===== src/design/ibfp_pkg.sv =====
package ibfp_pkg;

	localparam int unsigned GYRO_SCALE_Q32  = 1199381;
	localparam int unsigned ACCEL_SCALE_Q32 = 8423848;
	localparam int unsigned WORD_FIRST_BYTE = 5;
	localparam int unsigned WORD_COUNT      = 6;

	typedef enum logic [2:0] {
		REG_CAL_MODE   = 3'd0,
		REG_CAL_TARGET = 3'd1,
		REG_YAW_BIAS   = 3'd2,
		REG_HEADER     = 3'd3,
		REG_TAIL       = 3'd4
	} reg_idx_t;

	typedef struct packed {
		logic [7:0] rx_byte;
		logic       frame_end;
	} in_word_t;

	typedef struct packed {
		logic signed [31:0] gyro_x;
		logic signed [31:0] gyro_y;
		logic signed [31:0] gyro_z;
		logic signed [31:0] accel_x;
		logic signed [31:0] accel_y;
		logic signed [31:0] accel_z;
	} out_word_t;

	// one accepted frame: six raw big-endian words
	typedef struct packed {
		logic [5:0][15:0] raw;
	} frame_t;

	typedef enum logic [2:0] {
		BK_IDLE,
		BK_SCALE,
		BK_APPLY,
		BK_DIV,
		BK_OUT
	} bk_state_t;

endpackage


===== src/design/ibfp_front.sv =====
module ibfp_front #(
	parameter int FRAME_BYTES = 20
) (
	input  logic                 clk,
	input  logic                 arst_n,
	input  logic                 in_valid,
	output logic                 in_ready,
	input  ibfp_pkg::in_word_t   in_data,
	input  logic [7:0]           header_byte,
	input  logic [7:0]           tail_byte,
	output logic                 fr_valid,
	input  logic                 fr_ready,
	output ibfp_pkg::frame_t     fr_data
);
	import ibfp_pkg::*;

	localparam int PW = $clog2(FRAME_BYTES);

	logic [PW-1:0]   pos_q;
	logic            overrun_q;
	logic            hdr_ok_q;
	logic [5:0][15:0] raw_q;
	// two-entry queue toward the back end
	frame_t          qd_q [2];
	logic            wp_q, rp_q;
	logic [1:0]      cnt_q;
	logic            push, pop, accept;
	logic [PW:0]     off;

	assign in_ready = (cnt_q != 2'd2);
	assign off      = {1'b0, pos_q} - (PW+1)'(WORD_FIRST_BYTE);
	assign accept   = in_valid && in_ready && in_data.frame_end && !overrun_q &&
		pos_q == PW'(FRAME_BYTES-1) && hdr_ok_q && in_data.rx_byte == tail_byte;
	assign push     = accept;
	assign pop      = fr_valid && fr_ready;
	assign fr_valid = (cnt_q != 2'd0);
	assign fr_data  = qd_q[rp_q];

	always_ff @(posedge clk or negedge arst_n) begin
		if (!arst_n) begin
			pos_q     <= '0;
			overrun_q <= 1'b0;
			hdr_ok_q  <= 1'b0;
			wp_q      <= 1'b0;
			rp_q      <= 1'b0;
			cnt_q     <= '0;
		end else begin
			if (in_valid && in_ready) begin
				if (in_data.frame_end) begin
					pos_q     <= '0;
					overrun_q <= 1'b0;
					hdr_ok_q  <= 1'b0;
				end else begin
					if (!overrun_q && pos_q == '0)
						hdr_ok_q <= (in_data.rx_byte == header_byte);
					if (32'(pos_q) + 1 >= FRAME_BYTES)
						overrun_q <= 1'b1;
					else
						pos_q <= pos_q + 1'b1;
				end
			end
			if (push) wp_q <= ~wp_q;
			if (pop)  rp_q <= ~rp_q;
			cnt_q <= cnt_q + {1'b0, push} - {1'b0, pop};
		end
	end

	always_ff @(posedge clk) begin
		if (in_valid && in_ready && !overrun_q &&
		    32'(pos_q) >= WORD_FIRST_BYTE && 32'(pos_q) < WORD_FIRST_BYTE + 2*WORD_COUNT) begin
			if (!off[0]) raw_q[off[3:1]][15:8] <= in_data.rx_byte;
			else         raw_q[off[3:1]][7:0]  <= in_data.rx_byte;
		end
		// the tail byte never lands in a word, so raw_q is complete here
		if (push) qd_q[wp_q].raw <= raw_q;
	end
endmodule


===== src/design/ibfp_back.sv =====
module ibfp_back (
	input  logic                  clk,
	input  logic                  arst_n,
	input  logic                  fr_valid,
	output logic                  fr_ready,
	input  ibfp_pkg::frame_t      fr_data,
	input  logic                  cal_mode,
	input  logic [15:0]           cal_sample_target,
	input  logic signed [31:0]    fixed_yaw_bias,
	output logic                  out_valid,
	input  logic                  out_ready,
	output ibfp_pkg::out_word_t   out_data
);
	import ibfp_pkg::*;

	bk_state_t          st_q, st_d;
	logic [2:0]         idx_q;                // scale/divide lane
	logic [5:0][15:0]   raw_q;
	logic signed [31:0] val_q [6];
	logic signed [47:0] sum_q [3];
	logic signed [31:0] bias_q [3];
	logic [15:0]        cnt_q;
	logic               rdy_q;
	logic               ov_q;
	out_word_t          res_q;
	// serial divider
	logic [47:0]        dq_q;
	logic [16:0]        drem_q;
	logic [5:0]         dbit_q;
	logic               dneg_q;

	logic signed [15:0] rw;
	logic signed [47:0] prod;
	logic signed [39:0] rnd;
	logic [16:0]        trial;
	logic [16:0]        cnt_next;
	logic signed [47:0] sv;
	logic [47:0]        mag;
	logic               half_up;

	assign rw   = raw_q[idx_q];
	assign prod = 48'(rw) * (idx_q < 3'd3 ? 48'(GYRO_SCALE_Q32) : 48'(ACCEL_SCALE_Q32));
	assign rnd  = 40'((prod + 48'sd128) >>> 8);
	assign trial = {drem_q[15:0], dq_q[47]};
	assign cnt_next = (cnt_q < cal_sample_target) ? {1'b0, cnt_q} + 17'd1 : {1'b0, cnt_q};
	assign sv   = sum_q[idx_q[1:0]];
	assign mag  = sv[47] ? 48'(-sv) : 48'(sv);
	// half away from zero: remainder*2 >= count
	assign half_up = ({drem_q, 1'b0} >= {2'b0, cnt_q});

	assign fr_ready  = (st_q == BK_IDLE);
	assign out_valid = ov_q;
	assign out_data  = res_q;

	function automatic logic signed [31:0] sat_sub(input logic signed [31:0] a,
		input logic signed [31:0] b);
		logic signed [32:0] d;
		d = 33'(a) - 33'(b);
		if (d > 33'sh07FFFFFFF)       sat_sub = 32'sh7FFFFFFF;
		else if (d < -33'sh080000000) sat_sub = 32'sh80000000;
		else                          sat_sub = d[31:0];
	endfunction

	always_comb begin
		st_d = st_q;
		case (st_q)
			BK_IDLE:  if (fr_valid) st_d = BK_SCALE;
			BK_SCALE: if (idx_q == 3'd5) st_d = BK_APPLY;
			BK_APPLY: begin
				if (!cal_mode && cal_sample_target != '0 && !rdy_q)
					st_d = (cnt_next[15:0] < cal_sample_target) ? BK_IDLE : BK_DIV;
				else
					st_d = BK_OUT;
			end
			BK_DIV:  if (idx_q == 3'd2 && dbit_q == 6'd49) st_d = BK_IDLE;
			BK_OUT:  if (!ov_q) st_d = BK_IDLE;
			default: st_d = BK_IDLE;
		endcase
	end

	always_ff @(posedge clk or negedge arst_n) begin
		if (!arst_n) begin
			st_q  <= BK_IDLE;
			idx_q <= '0;
			cnt_q <= '0;
			rdy_q <= 1'b0;
			ov_q  <= 1'b0;
			for (int i = 0; i < 3; i++) begin
				sum_q[i]  <= '0;
				bias_q[i] <= '0;
			end
			dbit_q <= '0;
		end else begin
			st_q <= st_d;
			if (ov_q && out_ready) ov_q <= 1'b0;
			case (st_q)
				BK_IDLE: idx_q <= '0;
				BK_SCALE: idx_q <= (idx_q == 3'd5) ? 3'd0 : idx_q + 3'd1;
				BK_APPLY: begin
					if (!cal_mode && cal_sample_target != '0 && !rdy_q) begin
						for (int i = 0; i < 3; i++)
							sum_q[i] <= sum_q[i] + 48'(val_q[i]);
						cnt_q  <= cnt_next[15:0];
						dbit_q <= '0;
						idx_q  <= '0;
					end
				end
				BK_DIV: begin
					// restoring divide: one quotient bit a cycle, then round
					if (dbit_q == 6'd0) begin
						dq_q   <= mag;
						drem_q <= '0;
						dneg_q <= sv[47];
						dbit_q <= 6'd1;
					end else if (dbit_q <= 6'd48) begin
						if (trial >= {1'b0, cnt_q}) begin
							drem_q <= trial - {1'b0, cnt_q};
							dq_q   <= {dq_q[46:0], 1'b1};
						end else begin
							drem_q <= trial;
							dq_q   <= {dq_q[46:0], 1'b0};
						end
						dbit_q <= dbit_q + 6'd1;
					end else begin
						bias_q[idx_q[1:0]] <= dneg_q ?
							-(32'(dq_q) + 32'(half_up)) :
							32'(dq_q) + 32'(half_up);
						dbit_q <= '0;
						idx_q  <= idx_q + 3'd1;
						if (idx_q == 3'd2) rdy_q <= 1'b1;
					end
				end
				BK_OUT: if (!ov_q) ov_q <= 1'b1;
				default: ;
			endcase
		end
	end

	always_ff @(posedge clk) begin
		if (st_q == BK_IDLE && fr_valid) raw_q <= fr_data.raw;
		if (st_q == BK_SCALE) val_q[idx_q] <= rnd[31:0];
		// load only once the previous result has left
		if (st_q == BK_OUT && !ov_q) begin
			res_q.accel_x <= val_q[3];
			res_q.accel_y <= val_q[4];
			res_q.accel_z <= val_q[5];
			if (cal_mode) begin
				res_q.gyro_x <= val_q[0];
				res_q.gyro_y <= val_q[1];
				res_q.gyro_z <= sat_sub(val_q[2], fixed_yaw_bias);
			end else if (cal_sample_target != '0) begin
				res_q.gyro_x <= sat_sub(val_q[0], bias_q[0]);
				res_q.gyro_y <= sat_sub(val_q[1], bias_q[1]);
				res_q.gyro_z <= sat_sub(val_q[2], bias_q[2]);
			end else begin
				res_q.gyro_x <= val_q[0];
				res_q.gyro_y <= val_q[1];
				res_q.gyro_z <= val_q[2];
			end
		end
	end
endmodule


===== src/design/imu_burst_frame_parser_bias_cal.sv =====
// IMU burst-frame parser with gyro bias calibration.
// in channel: one word per frame byte (rx_byte, frame_end marks the last byte).
// out channel: six signed Q7.24 values per accepted frame outside averaging.
// cfg port: cfg_we/cfg_idx/cfg_data, 0 cal_mode, 1 cal_sample_target,
//   2 fixed_yaw_bias, 3 header_byte, 4 tail_byte; other indexes ignored.
// The front end takes one byte per cycle while the queue has room, checks
// length, header and tail, assembles the six big-endian words and pushes a
// frame into a 2-deep queue. The back end scales the six words through one
// shared multiplier (one word a cycle), applies the bias and registers the
// result. The bias step at the end of averaging runs a serial divider for
// each axis in turn, once per calibration. Byte throughput is one per cycle
// while the queue has room; frames are bounded by the back end.
// Reset clears counters, queue, calibration state and registers to defaults.
// When the receiver stalls the result holds, the queue fills, and in_ready
// drops only when both queue entries are taken.
module imu_burst_frame_parser_bias_cal #(
	parameter int FRAME_BYTES = 20
) (
	input  logic                  clk,
	input  logic                  arst_n,
	input  logic                  in_valid,
	output logic                  in_ready,
	input  ibfp_pkg::in_word_t    in_data,
	output logic                  out_valid,
	input  logic                  out_ready,
	output ibfp_pkg::out_word_t   out_data,
	input  logic                  cfg_we,
	input  logic [2:0]            cfg_idx,
	input  logic [31:0]           cfg_data
);
	import ibfp_pkg::*;

	logic               cal_mode_q;
	logic [15:0]        target_q;
	logic signed [31:0] yaw_q;
	logic [7:0]         header_q, tail_q;
	logic               fr_valid, fr_ready;
	frame_t             fr_data;

	// register file
	always_ff @(posedge clk or negedge arst_n) begin
		if (!arst_n) begin
			cal_mode_q <= 1'b0;
			target_q   <= '0;
			yaw_q      <= '0;
			header_q   <= 8'd128;
			tail_q     <= 8'd13;
		end else if (cfg_we) begin
			case (cfg_idx)
				REG_CAL_MODE:   cal_mode_q <= cfg_data[0];
				REG_CAL_TARGET: target_q   <= cfg_data[15:0];
				REG_YAW_BIAS:   yaw_q      <= cfg_data;
				REG_HEADER:     header_q   <= cfg_data[7:0];
				REG_TAIL:       tail_q     <= cfg_data[7:0];
				default: ;
			endcase
		end
	end

	ibfp_front #(.FRAME_BYTES(FRAME_BYTES)) u_front (
		.clk, .arst_n, .in_valid, .in_ready, .in_data,
		.header_byte(header_q), .tail_byte(tail_q),
		.fr_valid, .fr_ready, .fr_data
	);

	ibfp_back u_back (
		.clk, .arst_n, .fr_valid, .fr_ready, .fr_data,
		.cal_mode(cal_mode_q), .cal_sample_target(target_q), .fixed_yaw_bias(yaw_q),
		.out_valid, .out_ready, .out_data
	);
endmodule

===== config.mk =====
export PLATFORM = sky130hd
export DESIGN_NAME = imu_burst_frame_parser_bias_cal
export DESIGN_NICKNAME = d
export VERILOG_FILES = /design/src/design/ibfp_pkg.sv /design/src/design/ibfp_front.sv /design/src/design/ibfp_back.sv /design/src/design/imu_burst_frame_parser_bias_cal.sv
export SDC_FILE = /design/constraint.sdc
export NUM_CORES = 2
export LEC_CHECK = 0
export ABC_AREA = 1
export BUFFER_PORTS_ARGS = -buffer_cell sky130_fd_sc_hd__buf_4
export CAP_MARGIN = 5
export CORE_MARGIN = 3
export CORE_UTILIZATION = 40
export DETAILED_ROUTE_END_ITERATION = 16
export PLACE_DENSITY_LB_ADDON = 0.15
export SLEW_MARGIN = 40
export SYNTH_ARGS = -nofsm -noshare
export SYNTH_HDL_FRONTEND = slang
export SYNTH_SLANG_ARGS = --single-unit

===== constraint.sdc =====
create_clock -name clk -period 10.93 [get_ports clk]
set_input_delay 0.5465 -clock clk [delete_from_list [all_inputs] [get_ports clk]]
set_output_delay 0.5465 -clock clk [all_outputs]
set_load 0.005 [all_outputs]

== Word-level counts from Yosys, hierarchy flattened ==
Memories as Yosys holds them, arrays and structs flattened. A register that Yosys moved wholly into a read port is not among the register bits.
Index checks and enable logic that the tools add are counted.

* Memories: 2
* Output and inout bits: 194
* Memory bits (writable): 384
* Input bits: 49
* Bits in registers: 604
* Word-level logic and storage cells: 220

{| class="wikitable"
|+ Memory list
! memory !! words !! width !! rd ports !! clocked after memory_dff !! write ports !! line !! text
|-
| u_back.val_q || 6 || 32 || 6 || 3 || 1 || ibfp_back.sv:19 || <nowiki>logic signed [31:0] val_q [6];</nowiki>
|-
| u_front.qd_q || 2 || 96 || 1 || 1 || 1 || ibfp_front.sv:24 || <nowiki>frame_t qd_q [2];</nowiki>
|}

* Magnitude comparators: 22
* Muxes and demuxes: 63
* Equality and inequality tests: 23
* Add/sub/neg operators: 20
* Multiply operators: 1
* Reductions and logical operators: 49
* Bitwise gates (word level): 5

{| class="wikitable"
|+ Operators with widths
! kind !! number
|-
| $mux W32 || 10
|-
| $bwmux W96 || 3
|-
| $mux W96 || 3
|-
| $mux W48 || 5
|-
| $add A48 B32 Y48 || 3
|-
| $gt A33 B32 Y1 const B || 4
|-
| $lt A33 B32 Y1 const B || 4
|-
| $sub A32 B32 Y33 || 4
|-
| $bmux W48 S2 || 1
|-
| $demux W16 S3 || 2
|-
| $demux W32 S2 || 1
|-
| $bmux W16 S3 || 1
|-
| $mux W16 || 3
|-
| $neg A48 Y48 || 1
|-
| $add A40 B9 Y40 const B || 1
|-
| $mul A16 B25 Y40 || 1
|-
| $mux W17 || 2
|-
| $add A32 B1 Y32 || 1
|-
| $ge A32 B5 Y1 const B || 1
|-
| $lt A16 B16 Y1 || 2
|-
| $neg A32 Y32 || 1
|-
| $mux W3 || 9
|-
| $mux W24 || 1
|-
| $reduce_and A2 Y1 || 10
|-
| 47 further kinds || 109
|}

== Longest topological paths before layout ==
* Word-level depth: 9
* Mapped depth: 37
* Mapped depth without buffers: 34

== Modules after synthesis ==
From an unflattened synthesis, not the netlist that was laid out.

* Cell total of the unflattened synthesis: 8441
* Area total of the unflattened synthesis: 74549.0 µm²

{| class="wikitable"
|+ By module, submodules not included
! module !! area each (µm²) !! cells each !! seq. area each (µm²) !! times used
|-
| ibfp_back || 60002.5 || 7236 || 23152.2 || 1
|-
| ibfp_front || 11875.1 || 912 || 8923.6 || 1
|-
| imu_burst_frame_parser_bias_cal || 2671.3 || 293 || 1631.6 || 1
|}

== Worst setup path after synthesis ==
Ideal clock, no wire load.

* Path kind: register to register
* Start point: register u_back.st_q[0]
* End point: register u_back.ov_q (netlist: u_back.out_valid)
* Path buffers: 0
* Path slack: 1.509 ns
* Cell stages (with the launch flop): 5
* Required time: 10.802 ns
* Arrival time: 9.293 ns
* Clock period less this slack: 9.421 ns
* Library setup time: 0.128 ns
* Cells stage by stage: dfrtp_1 -> nor2_1 -> nand2_1 -> nor2_1 -> o21bai_1

* Longest elaborated chain between the ends: 2

{| class="wikitable"
|+ Ends and longest elaborated chain
! element !! line !! text
|-
| start: declaration || ibfp_back.sv:16 || <nowiki>bk_state_t st_q, st_d;</nowiki>
|-
| start signal: assignment || ibfp_back.sv:94 || <nowiki>st_q <= st_d;</nowiki>
|-
| $eq A3 B3 Y1 || ibfp_back.sv:96 || <nowiki>case (st_q)</nowiki>
|-
| $mux W1 || ibfp_back.sv:96 ||
|-
| end signal: assignment || ibfp_back.sv:87 || <nowiki>ov_q <= 1'b0;</nowiki>
|-
| end signal: assignment || ibfp_back.sv:95 || <nowiki>if (ov_q && out_ready) ov_q <= 1'b0;</nowiki>
|-
| end signal: assignment || ibfp_back.sv:133 || <nowiki>BK_OUT: if (!ov_q) ov_q <= 1'b1;</nowiki>
|-
| end: declaration || ibfp_back.sv:24 || <nowiki>logic ov_q;</nowiki>
|}

No other way between the ends.
A chain may end at the register's enable or synchronous reset.

== Worst setup path in the final report ==
* Start point: register u_back.idx_q[1]
* End point: memory u_back.val_q[5][21], data pin

* Longest elaborated chain between the ends: 4
* Elaborated cells between the ends (all ways): 6
* Those cells by class: add/sub: 1; mul: 1; order compare: 1; mux: 3

{| class="wikitable"
|+ Ends and longest elaborated chain
! element !! line !! text
|-
| start: declaration || ibfp_back.sv:17 || <nowiki>logic [2:0] idx_q;</nowiki>
|-
| start signal: assignment || ibfp_back.sv:98 || <nowiki>BK_SCALE: idx_q <= (idx_q == 3'd5) ? 3'd0 : idx_q + 3'd1;</nowiki>
|-
| start signal: assignment || ibfp_back.sv:129 || <nowiki>idx_q <= idx_q + 3'd1;</nowiki>
|-
| $lt A3 B2 Y1 or $bmux W16 S3 (tied branches) || ibfp_back.sv:42, ibfp_back.sv:41 ||
|-
| $mux W24 or $mux W16 (tied branches) || ibfp_back.sv:42, ibfp_back.sv:41 ||
|-
| $mul A16 B25 Y40 * || ibfp_back.sv:42 || <nowiki>assign prod = 48'(rw) * (idx_q < 3'd3 ? 48'(GYRO_SCALE_Q32) : 48'(ACCEL_SCALE_Q32));</nowiki>
|-
| $add A40 B9 Y40 * || ibfp_back.sv:43 || <nowiki>assign rnd = 40'((prod + 48'sd128) >>> 8);</nowiki>
|-
| via u_back.rnd[21] || ibfp_back.sv:34 || <nowiki>logic signed [39:0] rnd;</nowiki>
|-
| end: declaration || ibfp_back.sv:19 ||
|}

Mark *: on every way through the listed nets, which the timed path passes. The rest lies on a longest branch. The select of a mux whose other input is x is not followed.

==> results.tsv <==
stage	metric	value	unit
clock_tree	cts_made_buffers	137	
clock_tree	post_cts_setup_inserts	0	
timing	setup_repair_after_global_routing_missed_its_margin	false	
routing	routed_wl	263000	um
clock_tree	clkLatencyLatePin	810	ps
yosys	synth_top_cells_by_area	sky130_fd_sc_hd__edfxtp_1 34%, sky130_fd_sc_hd__dfrtp_1 12%, sky130_fd_sc_hd__ha_1 8.9%, sky130_fd_sc_hd__nand2_1 7.9%, sky130_fd_sc_hd__inv_1 5.5%	
clock_tree	cts_root_buf	sky130_fd_sc_hd__clkbuf_16	
timing	finalMaxSlewViolations	0	
global_routing	grt_start_max_net_pins	177	
routing	met2_wirelength	121000	um
yosys	synthFlopType	sky130_fd_sc_hd__edfxtp_1	
layout	multi_input_area	35500	um2
clock_tree	total_of_cells_resized_after_clock_tree_synthesis	0	
yosys	ys_types	80	
timing	final-setup-viol-count	0	
layout	design.final.nets	9159	
routing	antenna_violating_nets_post_route	0	
die	initial_utilization	40.5	%
clock_tree	ctsHtreeMaxLevel	4	
critical_path	crit_required	11410	ps
global_routing	grt_first_pass_wirelength	383000	um
yosys	post-synth-top-area-fraction	34.0	%
critical_path	cp_slowest_cell	sky130_fd_sc_hd__xnor2_1	
critical_path	crit_path_max_incr_delay	680	ps
die	die_outline_height	435	um
job	max_cap_violations	0	
worst_hold_path	hp-class	in2reg	
clock_tree	clock_sink_count	1180	
layout	drive_above_1_share	9.46	%
critical_path	criticalPathCategory	reg2reg	
critical_path	timing.critical_path.max_delay_family	adder cells	
clock_tree	clk_path_buf_depth	3	
routing	detail_route.first_pass.iterations	6	
die	fp.dieArea	189000	um2
routing	num_vias	59000	
routing	wl_met1	117000	um
critical_path	critical_path_start_type	flop	
yosys	yosys_warnings	0	
timing	tightestPinTransition	955	ps
timing	clock-skew-final	31.8	ps
global_routing	antenna_found_initial	16	
layout	layout.filler_cells	17700	
timing	setup_total_negative_slack	0	ps
critical_path	timing.critical_path.buf_inv	8	
layout	layout-area-overhead-vs-synth	13.5	%
routing	top_layer	met4	
routing	post_drt_wl_per_cell	23.9	um
yosys	synth.avg_cell_area	9.03	um2
global_routing	grt_usage	27.2	%
die	fp.coreArea	182000	um2
place	detailed_place_hpwl	207000	um
place	number_of_buffer_cells_added_on_primary_ports	242	
timing	fmax	110	MHz
critical_path	crit_arrival	9540	ps
timing	final_critical_delay_including_setup_and_external_delays	9060	ps
yosys	synth.largest_area_cell	sky130_fd_sc_hd__edfxtp_1	
yosys	synth_enable_flop_cells	834	
yosys	seq_area_frac_synth	45.8	%
clock_tree	clk_transition_reported_paths	60	ps
yosys	synth-seq-cells	1180	
status	outcome	finished, final reports clean	
yosys	synth_async_sr_flop_share	29.3	%
critical_path	worst_setup_path_end_kind	flop	
routing	drt_drc_violations_left	0	
yosys	synth_area	73600	um2
timing	period_share	82.9	%
layout	seq_area	33700	um2
clock_tree	tritoncts_clock_tree	done	
timing	slew_headroom	36.1	%
place	place_congestion	0.999	
routing	drt_first_iter_violations	5599	
die	ios	243	
die	row_count	156	
critical_path	cpMostUsedCell	sky130_fd_sc_hd__inv_1	
die	die_width	435	um
yosys	netlist_instances	8146	
routing	routed_via_density	5.36	
timing	report.final.hold_viol_count	0	
critical_path	critPathMaxFanout	36	
global_routing	vias_in_the_first_global_route	56600	
global_routing	globalRoute.totalOverflow	0	
routing	wl_met3	14900	um
## registers in the layout, summed over array words and instances, names as in the netlist, 5 cells and up
register and count:
u_front.raw_q 96, u_back.raw_q 96, u_back.sum_q 144, u_back.cnt_q 16, tail_q 8, yaw_q 32
u_front.qd_q 192, u_front.pos_q 5, u_back.drem_q 17, u_back.bias_q 96, u_back.dq_q 48, u_back.dbit_q 6
u_back.out_data 128, u_back.val_q 192, target_q 16, header_q 8, out_data 64
## placed cells by master, fill, tap and decap left out, drive strengths merged, types with 40 or more instances in the layout
cell type     n
a22oi        40
nor2        798
dfrtp       342
nor3        187
mux2         97
buf         314
clkinv       56
nand3       260
o21a         47
xnor2       150
ha          526
edfxtp      834
inv        1112
fa          153
nand2      1564
clkbuf      171
or2          60
o21ai       663
nand4        74
a31oi        49
xor2        194
a21oi       594
## per-stage QoR
step | util, % | worst slack, ps | cell area [um2] | hold slack, ps | instances
after floorplan | - | 1510 | 73600 | 251 | 8152
after global placement | 43.2 | 1770 | 78400 | 400 | 10700
after detailed placement | 43.4 | 1960 | 78900 | 405 | 10700
after CTS | 45.9 | 1940 | 83400 | 18.1 | 11000
after global routing | 45.9 | 1360 | 83500 | 65.1 | 11000
final | 46.0 | 1870 | 83500 | 72.4 | 11000
## worst reg2reg max path: cells and delay by family, from the launching register on
family	cells	cell delay, ps
simple gates	12	2690
xor+xnor	1	680
compound gates	2	530
fa+ha+maj	7	3230
flops	1	450
buf+inv	8	1150
## layer usage
metal / vias up / track usage, %
met5: - / 0
met4: 0 / 9.83
met3: 359 / 3.40
met2: 1915 / 43.8
met1: 28700 / 37.7
li1: 28000 / -
## area by class of cell
class                   count  area share [%]
flip-flops and latches   1180            40.4
clock buffers             171            4.32
inverters                1104            4.97
multi-input cells        5675            42.5
clock inverters            76           0.861
diodes                     14          0.0419
repair buffers            333            3.30
well taps                2449            3.67
## cell usage after synthesis, types with 153 or more instances
cell / count
sky130_fd_sc_hd__a21oi_1: 585
sky130_fd_sc_hd__dfrtp_1: 342
sky130_fd_sc_hd__edfxtp_1: 834
sky130_fd_sc_hd__fa_1: 153
sky130_fd_sc_hd__ha_1: 526
sky130_fd_sc_hd__inv_1: 1087
sky130_fd_sc_hd__nand2_1: 1556
sky130_fd_sc_hd__nand3_1: 256
sky130_fd_sc_hd__nor2_1: 784
sky130_fd_sc_hd__nor3_1: 183
sky130_fd_sc_hd__o21ai_0: 607
sky130_fd_sc_hd__xor2_1: 193
## repair_timing
action                                 in CTS  in global routing
hold buffers                               19                  0
endpoints found under the hold margin      47                  0
setup endpoints to repair                   0                  0
## path summary, 6_finish.rpt
| kind | from | end | slack, ps | depth (start not counted) |
|---|---|---|---|---|
| min in group asynchronous | arst_n | target_q[11]$_DFFE_PN0P_ | 220 | 2 |
| hold reg to reg | u_back.val_q[5][17]$_DFFE_PP_ | out_data[17]$_DFFE_PP_ | 410 | 0 |
| setup / recovery | u_back.idx_q[1]$_DFFE_PN0P_ | u_back.val_q[5][21]$_DFFE_PP_ | 1870 | 30 |
| setup reg to reg | u_back.idx_q[1]$_DFFE_PN0P_ | u_back.val_q[5][21]$_DFFE_PP_ | 1870 | 30 |
| max in group asynchronous | arst_n | u_back.bias_q[54]$_DFFE_PN0P_ | 8510 | 6 |
| hold / removal | cfg_data[9] | yaw_q[9]$_DFFE_PN0P_ | 70 | 3 |
## cells by family after synthesis
kind of cell | after synthesis | synth area share, %
multiplexers | 97 | 1.48
other | 2 | 0.0102
AND/OR/NAND/NOR | 2998 | 16.9
AO/OA/AOI/OAI | 1549 | 11.7
flip-flops | 1180 | 45.8
buffers and inverters | 1297 | 6.82
adder cells (fa/ha/maj) | 679 | 13.1
XOR/XNOR | 344 | 4.10
Power is left out: the tool's default activity adds up to more than one toggle a clock period on the data nets, which glitch-free logic cannot reach.
